## src/rtl/core/assert_macros.svh

```systemverilog
// Assertion macros shared by the RTL of the Playfair cipher block.
// Each macro expects signals named clk and rst in the using module.
`ifndef ASSERT_MACROS_SVH
`define ASSERT_MACROS_SVH

// Check a condition at every clock edge outside reset.
`define CHK_ALWAYS(label, expr, msg) \
  label: assert property (@(posedge clk) disable iff (rst) (expr)) \
    else $error(msg);

// Check that a trigger implies a consequence in the same cycle.
`define CHK_IMPLY(label, trig, cons, msg) \
  label: assert property (@(posedge clk) disable iff (rst) (trig) |-> (cons)) \
    else $error(msg);

`endif

```

## src/rtl/core/plf_pkg.sv

```systemverilog
// Shared constants, types and helper functions of the Playfair cipher block.
// No dependencies; imported by every module under rtl/core.
package plf_pkg;

  localparam int unsigned SIDE    = 5;
  localparam int unsigned CELLS   = 25;
  localparam int unsigned LETTERS = 26;

  localparam logic [4:0] CODE_Q        = 5'd16;
  localparam logic [4:0] CODE_X        = 5'd23;
  localparam logic [4:0] CODE_Z        = 5'd25;
  localparam logic [4:0] LAST_LETTER   = 5'd25;
  localparam logic [4:0] CELL_COUNT    = 5'd25;
  localparam logic [4:0] IGNORED_RESET = 5'd9;

  localparam logic [2:0] COORD_LAST = 3'd4;

  localparam logic [1:0] CMD_CLEAR = 2'd0;
  localparam logic [1:0] CMD_KEY   = 2'd1;
  localparam logic [1:0] CMD_XFORM = 2'd2;

  localparam logic CFG_IGNORED = 1'b0;
  localparam logic CFG_DECRYPT = 1'b1;

  typedef logic [4:0] letter_t;
  typedef logic [4:0] cell_t;
  typedef logic [2:0] coord_t;

  // Write into the key square and position table.
  typedef struct packed {
    logic    en;
    cell_t   slot;
    letter_t letter;
  } key_wr_t;

  // Request state carried from the lookup stage to the square stage.
  typedef struct packed {
    logic        xform;
    logic        absent;
    letter_t     ra;
    letter_t     rb;
    logic [7:0]  tag;
    logic        sticky;
    logic [4:0]  fill;
    logic        decrypt;
  } item_t;

  typedef struct packed {
    coord_t row;
    coord_t col;
  } rc_t;

  function automatic rc_t split_pos(cell_t pos);
    rc_t   r;
    cell_t base;
    cell_t diff;
    if (pos >= 5'd20) begin
      r.row = 3'd4;
    end else if (pos >= 5'd15) begin
      r.row = 3'd3;
    end else if (pos >= 5'd10) begin
      r.row = 3'd2;
    end else if (pos >= 5'd5) begin
      r.row = 3'd1;
    end else begin
      r.row = 3'd0;
    end
    base  = {r.row, 2'b00} + {2'b00, r.row};
    diff  = pos - base;
    r.col = diff[2:0];
    return r;
  endfunction

  // Move one place along a row or column, wrapping at the edge.
  function automatic coord_t step_coord(coord_t c, logic back);
    coord_t n;
    if (back) begin
      n = (c == 3'd0) ? COORD_LAST : c - 3'd1;
    end else begin
      n = (c == COORD_LAST) ? 3'd0 : c + 3'd1;
    end
    return n;
  endfunction

  function automatic cell_t cell_index(coord_t row, coord_t col);
    return {row, 2'b00} + {2'b00, row} + {2'b00, col};
  endfunction

  function automatic letter_t first_filler(letter_t ignored);
    return (ignored == CODE_Z) ? CODE_Q : CODE_Z;
  endfunction

  function automatic letter_t second_filler(letter_t ignored);
    letter_t f;
    if (ignored == CODE_Z) begin
      f = CODE_X;
    end else if (ignored == CODE_X) begin
      f = CODE_Q;
    end else begin
      f = CODE_X;
    end
    return f;
  endfunction

endpackage

```

## src/rtl/core/playfair_digraph_cipher.sv

```systemverilog
// Top level of the Playfair digraph cipher block.
// Depends on plf_pkg, plf_front, plf_locate, plf_square and assert_macros.svh.
//
// Usage:
//   Requests arrive on the in_valid/in_ready channel: cmd selects clear
//   square, key letter or digraph transform. Send a clear, then the keyword
//   letters, then A to Z to complete the square; transform requests follow.
//   Every request gives exactly one result on out_valid/out_ready.
//   Configuration (ignored letter, decrypt mode) must be written through
//   cfg_we/cfg_index/cfg_data only while no request is in flight (unenforced).
// Timing:
//   Between acceptance and out_valid, the position table lookup is registered,
//   then the key square read. Throughput is one request per cycle; the
//   pipeline holds as a whole only while a result waits and out_ready is
//   low, otherwise in_ready stays high.
// Reset:
//   rst clears the pipeline valids, loads ignored letter J and encrypt mode,
//   and empties the square. The square and position memories keep their
//   contents; cells past the fill count read as letter A.
`include "assert_macros.svh"

module playfair_digraph_cipher import plf_pkg::*; (
  input  logic       clk,
  input  logic       rst,
  input  logic       cfg_we,
  input  logic       cfg_index,
  input  logic [4:0] cfg_data,
  input  logic       in_valid,
  output logic       in_ready,
  input  logic [1:0] cmd,
  input  logic [4:0] letter_a,
  input  logic [4:0] letter_b,
  input  logic       single_letter,
  input  logic [7:0] tag_in,
  output logic       out_valid,
  input  logic       out_ready,
  output logic [4:0] out_a,
  output logic [4:0] out_b,
  output logic [7:0] tag_out,
  output logic       letter_absent,
  output logic       error_seen,
  output logic [4:0] cells_filled
);

  logic    advance;
  logic    acc;
  logic    s1_valid;
  key_wr_t key_wr;
  item_t   item;
  cell_t   pos_a;
  cell_t   pos_b;
  cell_t   cell_a;
  cell_t   cell_b;

  // Advance the whole pipeline unless a finished result is held back.
  assign advance  = !out_valid || out_ready;
  assign in_ready = advance;
  assign acc      = in_valid && in_ready;

  always_ff @(posedge clk) begin
    if (rst) begin
      s1_valid  <= 1'b0;
      out_valid <= 1'b0;
    end else if (advance) begin
      s1_valid  <= in_valid;
      out_valid <= s1_valid;
    end
  end

  plf_front u_front (
    .clk           (clk),
    .rst           (rst),
    .cfg_we        (cfg_we),
    .cfg_index     (cfg_index),
    .cfg_data      (cfg_data),
    .acc           (acc),
    .advance       (advance),
    .cmd           (cmd),
    .letter_a      (letter_a),
    .letter_b      (letter_b),
    .single_letter (single_letter),
    .tag_in        (tag_in),
    .key_wr        (key_wr),
    .item          (item),
    .pos_a         (pos_a),
    .pos_b         (pos_b)
  );

  plf_locate u_locate (
    .pos_a   (pos_a),
    .pos_b   (pos_b),
    .decrypt (item.decrypt),
    .cell_a  (cell_a),
    .cell_b  (cell_b)
  );

  plf_square u_square (
    .clk           (clk),
    .advance       (advance),
    .key_wr        (key_wr),
    .item          (item),
    .cell_a        (cell_a),
    .cell_b        (cell_b),
    .out_a         (out_a),
    .out_b         (out_b),
    .tag_out       (tag_out),
    .letter_absent (letter_absent),
    .error_seen    (error_seen),
    .cells_filled  (cells_filled)
  );

  `CHK_IMPLY(absent_sets_error, out_valid && letter_absent, error_seen,
             "absent letter reported without sticky error")

endmodule

```

## src/rtl/core/plf_front.sv

```systemverilog
// Request stage: configuration, letter bookkeeping and position table lookup.
// Depends on plf_pkg and assert_macros.svh.
`include "assert_macros.svh"

module plf_front import plf_pkg::*; (
  input  logic       clk,
  input  logic       rst,
  input  logic       cfg_we,
  input  logic       cfg_index,
  input  logic [4:0] cfg_data,
  input  logic       acc,
  input  logic       advance,
  input  logic [1:0] cmd,
  input  letter_t    letter_a,
  input  letter_t    letter_b,
  input  logic       single_letter,
  input  logic [7:0] tag_in,
  output key_wr_t    key_wr,
  output item_t      item,
  output cell_t      pos_a,
  output cell_t      pos_b
);

  localparam logic [25:0] USED_RESET = 26'(1) << IGNORED_RESET;

  letter_t     ignored;
  logic        decrypt;
  logic [25:0] used;
  logic [25:0] placed;
  logic [4:0]  fill_count;
  logic        sticky;

  logic [25:0] used_next;
  logic [25:0] placed_next;
  logic [4:0]  fill_count_next;
  logic        sticky_next;

  cell_t pos_mem [LETTERS];

  letter_t     b_eff;
  letter_t     f1;
  logic        a_in;
  logic        b_in;
  logic        a_placed;
  logic        b_placed;
  logic        key_ok;
  logic        absent;
  logic [25:0] ign_mask;
  logic [25:0] a_mask;

  assign f1       = first_filler(ignored);
  assign b_eff    = single_letter ? ((letter_a == f1) ? second_filler(ignored) : f1)
                                  : letter_b;
  assign a_in     = (letter_a <= LAST_LETTER);
  assign b_in     = (b_eff <= LAST_LETTER);
  assign a_placed = a_in && placed[letter_a];
  assign b_placed = b_in && placed[b_eff];
  assign ign_mask = (ignored <= LAST_LETTER) ? (26'(1) << ignored) : '0;
  assign a_mask   = a_in ? (26'(1) << letter_a) : '0;
  assign key_ok   = (cmd == CMD_KEY) && a_in && (fill_count < CELL_COUNT) &&
                    !used[letter_a];
  assign absent   = (cmd == CMD_XFORM) && !(a_placed && b_placed);

  always_comb begin
    used_next       = used;
    placed_next     = placed;
    fill_count_next = fill_count;
    sticky_next     = sticky;
    unique case (cmd)
      CMD_CLEAR: begin
        used_next       = ign_mask;
        placed_next     = '0;
        fill_count_next = '0;
        sticky_next     = 1'b0;
      end
      CMD_KEY: begin
        if (key_ok) begin
          used_next       = used | a_mask;
          placed_next     = placed | a_mask;
          fill_count_next = fill_count + 5'd1;
        end
      end
      CMD_XFORM: begin
        if (absent) begin
          sticky_next = 1'b1;
        end
      end
      default: begin
      end
    endcase
  end

  always_ff @(posedge clk) begin
    if (rst) begin
      ignored    <= IGNORED_RESET;
      decrypt    <= 1'b0;
      used       <= USED_RESET;
      placed     <= '0;
      fill_count <= '0;
      sticky     <= 1'b0;
    end else begin
      if (cfg_we) begin
        unique case (cfg_index)
          CFG_IGNORED: ignored <= cfg_data;
          CFG_DECRYPT: decrypt <= cfg_data[0];
          default: begin
          end
        endcase
      end
      if (acc) begin
        used       <= used_next;
        placed     <= placed_next;
        fill_count <= fill_count_next;
        sticky     <= sticky_next;
      end
    end
  end

  // Position table: written by key letters, read for both digraph letters.
  always_ff @(posedge clk) begin
    if (acc && key_ok) begin
      pos_mem[letter_a] <= fill_count;
    end
    if (advance) begin
      pos_a <= pos_mem[letter_a];
      pos_b <= pos_mem[b_eff];
      item  <= '{xform:   (cmd == CMD_XFORM),
                 absent:  absent,
                 ra:      letter_a,
                 rb:      b_eff,
                 tag:     tag_in,
                 sticky:  sticky_next,
                 fill:    fill_count_next,
                 decrypt: decrypt};
    end
  end

  assign key_wr = '{en: acc && key_ok, slot: fill_count, letter: letter_a};

  `CHK_ALWAYS(fill_in_range, fill_count <= CELL_COUNT, "fill count beyond square size")
  `CHK_ALWAYS(placed_in_used, (placed & ~used) == '0, "placed letter not marked used")
  `CHK_ALWAYS(placed_matches_fill, $countones(placed) == int'(fill_count),
              "placed letters disagree with fill count")

endmodule

```

## src/rtl/core/plf_locate.sv

```systemverilog
// Digraph rule logic: maps two square positions to the two target cells.
// Depends on plf_pkg.
module plf_locate import plf_pkg::*; (
  input  cell_t pos_a,
  input  cell_t pos_b,
  input  logic  decrypt,
  output cell_t cell_a,
  output cell_t cell_b
);

  rc_t rc_a;
  rc_t rc_b;

  assign rc_a = split_pos(pos_a);
  assign rc_b = split_pos(pos_b);

  always_comb begin
    if (rc_a.row == rc_b.row) begin
      cell_a = cell_index(rc_a.row, step_coord(rc_a.col, decrypt));
      cell_b = cell_index(rc_b.row, step_coord(rc_b.col, decrypt));
    end else if (rc_a.col == rc_b.col) begin
      cell_a = cell_index(step_coord(rc_a.row, decrypt), rc_a.col);
      cell_b = cell_index(step_coord(rc_b.row, decrypt), rc_b.col);
    end else begin
      cell_a = cell_index(rc_a.row, rc_b.col);
      cell_b = cell_index(rc_b.row, rc_a.col);
    end
  end

endmodule

```

## src/rtl/core/plf_square.sv

```systemverilog
// Key square memory and result register with the final letter select.
// Depends on plf_pkg.
module plf_square import plf_pkg::*; (
  input  logic       clk,
  input  logic       advance,
  input  key_wr_t    key_wr,
  input  item_t      item,
  input  cell_t      cell_a,
  input  cell_t      cell_b,
  output letter_t    out_a,
  output letter_t    out_b,
  output logic [7:0] tag_out,
  output logic       letter_absent,
  output logic       error_seen,
  output logic [4:0] cells_filled
);

  letter_t sq_mem [CELLS];

  item_t   res;
  letter_t q_a;
  letter_t q_b;
  logic    zero_a;
  logic    zero_b;

  always_ff @(posedge clk) begin
    if (key_wr.en) begin
      sq_mem[key_wr.slot] <= key_wr.letter;
    end
    if (advance) begin
      q_a    <= sq_mem[cell_a];
      q_b    <= sq_mem[cell_b];
      zero_a <= (cell_a >= item.fill);
      zero_b <= (cell_b >= item.fill);
      res    <= item;
    end
  end

  // Cells not yet filled since the last clear read as letter A.
  always_comb begin
    if (!res.xform) begin
      out_a = '0;
      out_b = '0;
    end else if (res.absent) begin
      out_a = res.ra;
      out_b = res.rb;
    end else begin
      out_a = zero_a ? '0 : q_a;
      out_b = zero_b ? '0 : q_b;
    end
  end

  assign tag_out       = res.tag;
  assign letter_absent = res.absent;
  assign error_seen    = res.sticky;
  assign cells_filled  = res.fill;

endmodule
```

## config.mk

```make
export PLATFORM = sky130hd
export DESIGN_NAME = playfair_digraph_cipher
export DESIGN_NICKNAME = d
export VERILOG_FILES = /design/src/rtl/core/plf_pkg.sv /design/src/rtl/core/playfair_digraph_cipher.sv /design/src/rtl/core/plf_front.sv /design/src/rtl/core/plf_locate.sv /design/src/rtl/core/plf_square.sv
export VERILOG_INCLUDE_DIRS = /design/src /design/src/rtl/core
export SDC_FILE = /design/constraint.sdc
export NUM_CORES = 1
export LEC_CHECK = 0
export BUFFER_PORTS_ARGS = -buffer_cell sky130_fd_sc_hd__buf_2
export CAP_MARGIN = 25
export CORE_MARGIN = 2
export CORE_UTILIZATION = 45
export DETAILED_ROUTE_END_ITERATION = 6
export SETUP_SLACK_MARGIN = 0.15
export SYNTH_ARGS = -nofsm -noshare
export SYNTH_HDL_FRONTEND = slang
export SYNTH_SLANG_ARGS = --single-unit
```

## constraint.sdc

```tcl
create_clock -name clk -period 6.15 [get_ports clk]
set_clock_uncertainty 0.05 [all_clocks]
set_input_delay 0.615 -clock clk [delete_from_list [all_inputs] [get_ports clk]]
set_output_delay 0.615 -clock clk [all_outputs]
set_load 0.1 [all_outputs]
```

* Word level (Yosys, flattened, before mapping)
Memories as Yosys holds them, arrays and structs flattened. A register that Yosys moved wholly into a read port is not among the register bits.
Cells that the tools add are included.
** Word-level totals
- Flip-flop bits (word level) :: 121
- RAM bits :: 255
- Input bits :: 32
- Output and inout bits :: 27
- Logic and storage cells :: 162
- Memories :: 2
** Memory list
- u_front.pos_mem :: words 26, bits a word 5, rd ports 2, clocked after memory_dff 2, wr ports 1, RTL line plf_front.sv:38 : cell_t pos_mem [LETTERS];
- u_square.sq_mem :: words 25, bits a word 5, rd ports 2, clocked after memory_dff 2, wr ports 1, RTL line plf_square.sv:18 : letter_t sq_mem [CELLS];
** Operators by class
- Add/subtract/negate cells :: 21
- Magnitude comparators :: 16
- Eq/ne operators :: 12
- Shift-type cells :: 2
- Muxes and demuxes :: 59
- Bitwise operators :: 3
- Reduce and logical (&&, ||, !) cells :: 22
** Operators with widths (count)
- $mux W26 :: 4
- $pmux W26 S2 :: 2
- $mux W3 :: 25
- $mux W5 :: 14
- $or A26 B26 Y26 :: 2
- $shl A1 B5 Y26 const A :: 2
- $add A5 B3 Y5 :: 10
- $ge A5 B4 Y1 const B :: 4
- $bmux W1 S5 :: 3
- $le A5 B5 Y1 const B :: 3
- $add A3 B1 Y3 const B :: 4
- $eq A3 B3 Y1 const B :: 4
- $logic_not A3 Y1 :: 4
- $lt A5 B6 Y1 const B :: 2
- $sub A3 B1 Y3 const B :: 4
- $eq A5 B5 Y1 const B :: 2
- $ge A5 B3 Y1 const B :: 2
- $ge A5 B5 Y1 :: 2
- $ge A5 B5 Y1 const B :: 2
- $pmux W5 S2 :: 1
- $logic_and A1 B1 Y1 :: 9
- $mux W1 :: 8
- $eq A3 B3 Y1 :: 2
- $sub A3 B3 Y3 :: 2
- other kinds (15) :: 18

* Depth between registers and ports, before layout
- Word-level depth :: 15
- Gate-level depth with buffers :: 30

* Hierarchy
From an unflattened synthesis, not the netlist that was laid out.
** Second synthesis, totals
- Cell total of the unflattened synthesis :: 1627
- Area total of the unflattened synthesis :: 20596.0 um2
** By module, submodules not included
- plf_front :: times used 1, cells an instance 939, area each 11078.1 um2
- plf_square :: times used 1, cells an instance 452, area each 7656.1 um2
- plf_locate :: times used 1, cells an instance 227, area each 1775.5 um2
- playfair_digraph_cipher :: times used 1, cells an instance 9, area each 86.3 um2

* Worst setup path after synthesis
No wires, ideal clock.
- Kind :: reg-to-reg
- From :: register u_front.pos_a[3], read port of u_front.pos_mem
- To :: register u_square.q_a[0], read port of u_square.sq_mem (data pin)
- Library setup time :: 0.259 ns
- Arrival :: 4.992 ns
- Required time :: 5.841 ns
- Setup slack :: 0.849 ns
- Stages on the path, launching flop included :: 26
- Clock period less this slack :: 5.301 ns
- Cells stage by stage :: edfxtp_1 > nor2b_1 > a22o_1 > nor2_1 > inv_1 > nand2_1 > inv_1 > ha_1 > inv_1 > fa_1 > nor2b_1 > o311a_1 > nor3_4 > inv_1 > fa_1 > inv_1 > ha_1 > a21o_1 > a21oi_1 > xnor2_1 > nor3_1 > a211oi_2 > nor2b_1 > nand2_1 > o22ai_1 > nor3_1
** Between the ends
- Word-level cells in the longest chain between the ends :: 14
- Elaborated cells on any way between the ends :: 35
- Those cells by class :: add/sub (10); order compare (4); eq/ne (4); mux (15); reduce/logical (2)
** RTL lines
- start, declared :: RTL line plf_front.sv:20 : output cell_t pos_a,
- $ge A5 B3 Y1 :: RTL line plf_pkg.sv:63 : end else if (pos >= 5'd5) begin
- $mux W1 :: RTL line plf_pkg.sv:63
- $mux W3 :: RTL line plf_pkg.sv:61 : end else if (pos >= 5'd10) begin
- $mux W3 :: RTL line plf_pkg.sv:59 : end else if (pos >= 5'd15) begin
- $mux W3 (*) :: RTL line plf_pkg.sv:57 : if (pos >= 5'd20) begin
- parallel branches: the longest is 8 deep, another holds $add A5 B3 Y5
- $mux W5 (*) :: RTL line plf_locate.sv:18 : if (rc_a.row == rc_b.row) begin
- end, declared :: RTL line plf_square.sv:21 : letter_t q_a;
Mark *: on every way between the ends. The select of a mux whose other input is x is not followed.
A chain may end at the register's enable or synchronous reset.

* Worst setup path in the final report
- From :: register u_front.pos_b[2], read port of u_front.pos_mem
- To :: register u_square.zero_b (data pin)
** Between the ends
- Word-level cells in the longest chain between the ends :: 15
- Elaborated cells on any way between the ends :: 36
- Those cells by class :: add/sub (10); order compare (5); eq/ne (4); mux (15); reduce/logical (2)
** RTL lines
- start, declared :: RTL line plf_front.sv:21 : output cell_t pos_b
- parallel branches: the longest is 13 deep, another holds $ge A5 B3 Y1
- $mux W5 (*) :: RTL line plf_locate.sv:18
- $ge A5 B5 Y1 (*) :: RTL line plf_square.sv:34 : zero_b <= (cell_b >= item.fill);
- end signal, assigned :: RTL line plf_square.sv:34
- end, declared :: RTL line plf_square.sv:24 : logic zero_b;
Marks and branches as above.

==> flow_summary_export.csv <==
group,metric,value,unit
floorplanning,die_x,219,um
global_routing,grt_remaining_overflow,0,
critical_path,endpoint_kind,"flip-flop",
cts,cts_buffer_depth,3,
route,drt-pass1-iter-count,6,
route,wl_per_cell,24.7,um
cts,clock_sinks,396,
sta,finalSetupViolations,0,
logic_synthesis,synth-edff-count,330,
power,power-per-cell-area,447,nW/um2
floorplanning,fp.dieH,219,um
critical_path,path_common_cell,"ha_1",
critical_path,critical_path_required,6420,ps
cts,cts.clk_slew.worst_paths,60,ps
min_path,hold_class,"input port to flip-flop",
route,drc,0,
power,total_leakage_power,8.36,nW
logic_synthesis,synthCells,1850,
place,gp_congestion,0.923,
sta,slew_violations,0,
power,vdd_drop_max,458,uV
global_routing,grt_max_degree,78,
sta,setup_tns,0,ps
floorplanning,start_util,45.7,%
sta,min_period,5740,ps
logic_synthesis,synth_ff_type,"edfxtp_1",
finish,drive_above_1_share,15.5,%
floorplanning,die-area,47900,um2
logic_synthesis,synth_fp_nets,1941,
finish,fill_cells,4068,
route,drt-initial-drc-count,1501,
sta,worst_pin_slew,1030,ps
power,finalPower,10.4,mW
global_routing,grt_pass1_wl,93700,um
route,num_vias,15400,
place,dp_hpwl,42200,um
place,dp_slack,-110,ps
critical_path,cp_slowest_cell,"fa_2",
global_routing,grtUsageTotal,26.0,%
logic_synthesis,synthArstFlopShare,0,%
status,outcome,"completed",
critical_path,cp_top_family,"adder cells",
route,finalWirelength,62000,um
critical_path,arrival,6010,ps
flow_run,max-cap-violations,0,
sta,rsz0062_at_grt,"no",
sta,finalCritPeriodShare,93.4,%
finish,nNetsFinal,1968,
cts,clk_latency,580,ps
logic_synthesis,seq_area_frac_synth,54.1,%
floorplanning,fp.coreArea,45500,um2
cts,cts.htree.levels,2,
cts,cts_root_buffer,"clkbuf_16",
sta,max-slew-margin-rel,31.2,%
cts,cts_made_buffers,43,
floorplanning,rows,78,
sta,max_freq,0.174,GHz
sta,hold_ws,160,ps
critical_path,cp.buffers_inverters,5,
route,ant_nets,0,
global_routing,antenna_found_initial,1,
logic_synthesis,syn_area,20800,um2
cts,cts_tree,"done",
critical_path,path_class,"flip-flop to flip-flop",
logic_synthesis,ys_warn_count,0,
critical_path,path_max_fanout,32,
route,vias_per_cell,6.15,
floorplanning,num_io_pins,59,
cts,ctsHoldBuffers,0,
logic_synthesis,ys_types,91,
logic_synthesis,synth_area_per_cell,11.2,um2
sta,hold_viol,0,
logic_synthesis,synth-seq-cells,396,
global_routing,grt_pass1_vias,15100,
critical_path,max_stage_delay,630,ps
sta,setup_slack,406,ps
finish,syn_to_final_growth,11.6,%
place,io_buffers,58,
critical_path,cp-start-kind,"flip-flop",
## timing repair
action                                 CTS  global route
endpoints found under the hold margin    0             0
pin swaps                                1             6
setup endpoints to repair                5            11
setup buffers                            1             2
resized for setup                        5            15
## synthesized netlist by cell type, drive strengths merged (5+ instances only)
library cell	count	share of area, %
edfxtp	330	48
nand2	320	5.8
nor2	146	2.7
a21oi	110	2.7
mux2i	74	3.6
clkbuf	70	1.3
dfxtp	66	6.4
buf	60	1.9
inv	56	1.0
nand3	52	1.3
ha	49	3.0
mux4	43	4.7
a22oi	32	1.2
nor2b	31	0.93
a311oi	30	1.3
a32oi	27	1.1
a31oi	26	0.87
o21ai	26	0.63
nor3	25	0.73
o22ai	23	0.69
a211oi	20	0.77
a21o	16	0.58
and3	16	0.51
xnor2	16	0.67
a221oi	15	0.63
nand2b	15	0.45
and2	13	0.39
nor4	11	0.45
fa	10	0.96
mux2	10	0.54
nor3b	9	0.38
nand4	8	0.24
o221ai	8	0.34
o31ai	7	0.28
a211o	5	0.21
a22o	5	0.21
nand3b	5	0.18
or2	5	0.15
or3b	5	0.21
## through the flow
step / std cells / area (um2) / utilization (%)
finish: 2512 / 23200 / 51.0
global route: 2511 / 23200 / 51.0
CTS: 2509 / 23100 / 50.8
detailed placement: 2429 / 21600 / 47.5
global placement: 2429 / 21600 / 47.5
floorplan: 1850 / 20800 / -
## flip-flops by register name (all words and copies together) (netlist names), 8 cells and up
signal / cells
u_square.sq_mem: 125
u_front.placed: 26
u_square.tag_out: 8
u_front.used: 26
u_front.pos_mem: 130
u_front.item: 27
u_square.res: 11
## metal layers
| metal | part of all wire [%] | wire length, um | up-vias | GRT usage, % |
|---|---|---|---|---|
| met2 | 48 | 29600 | 650 | 42.7 |
| met5 | 0 | 0 | - | 0 |
| li1 | - | - | 6963 | - |
| met3 | 7.0 | 4320 | 131 | 4.23 |
| met1 | 42 | 26000 | 7695 | 35.0 |
| met4 | 3.4 | 2130 | 0 | 9.30 |
## logic make-up (layout without fill, tap and decap cells)
logic type	Yosys count	after routing	synth area share, %
compound gates	382	382	13.0
flops	396	396	54.1
mux	127	127	8.77
other cells	0	1	0
fa+ha+maj	59	59	3.91
buf+inv	188	249	4.29
xor+xnor	20	20	0.843
simple gates	678	678	15.1
## final timing paths
check | startpoint | to | slack (ps) | cells after the start
hold / removal | tag_in[4] | u_front.item[11] | 160 | 1
setup / recovery | u_front.pos_b[2] | u_square.zero_b | 410 | 25
hold reg to reg | u_front.item[16] | u_square.res[16] | 370 | 0
setup reg to reg | u_front.pos_b[2] | u_square.zero_b | 410 | 25
## final cells by class
cell class	count	area, um2	area share (%)
Sequential cell	396	11200	48.4
Inverter	58	226	0.977
Tap cell	600	751	3.24
Clock buffer	50	1130	4.88
Multi-Input combinational cell	1266	8770	37.8
Clock inverter	29	344	1.48
Antenna cell	1	2.50	0.0108
Timing Repair Buffer	112	729	3.15
## cells in the final DEF (no fill, tap or decap), types with 10 or more instances in the layout
cell type	netlist	final
a211oi_1	18	18
a21o_1	16	15
a21oi_1	109	108
a221oi_1	15	15
a22oi_1	30	30
a311oi_1	30	30
a31oi_1	23	21
a32oi_1	27	27
and2_1	11	11
and3_1	15	15
buf_2	21	56
buf_4	15	53
clkbuf_16	0	43
dfxtp_1	66	66
edfxtp_1	330	330
ha_1	49	49
inv_1	52	48
mux2_2	10	10
mux2i_1	74	74
mux4_2	43	43
nand2_1	319	319
nand2b_1	15	15
nand3_1	52	52
nor2_1	144	143
nor2b_1	31	29
nor3_1	21	20
o21ai_0	25	24
o22ai_1	23	19
xnor2_1	16	16
## report_power, final
part	switching, mW	internal [mW]
sequential	0.0726	3.04
combinational	2.89	1.63
clock	1.10	1.62
No activity file was read; power rests on OpenSTA's default activity.
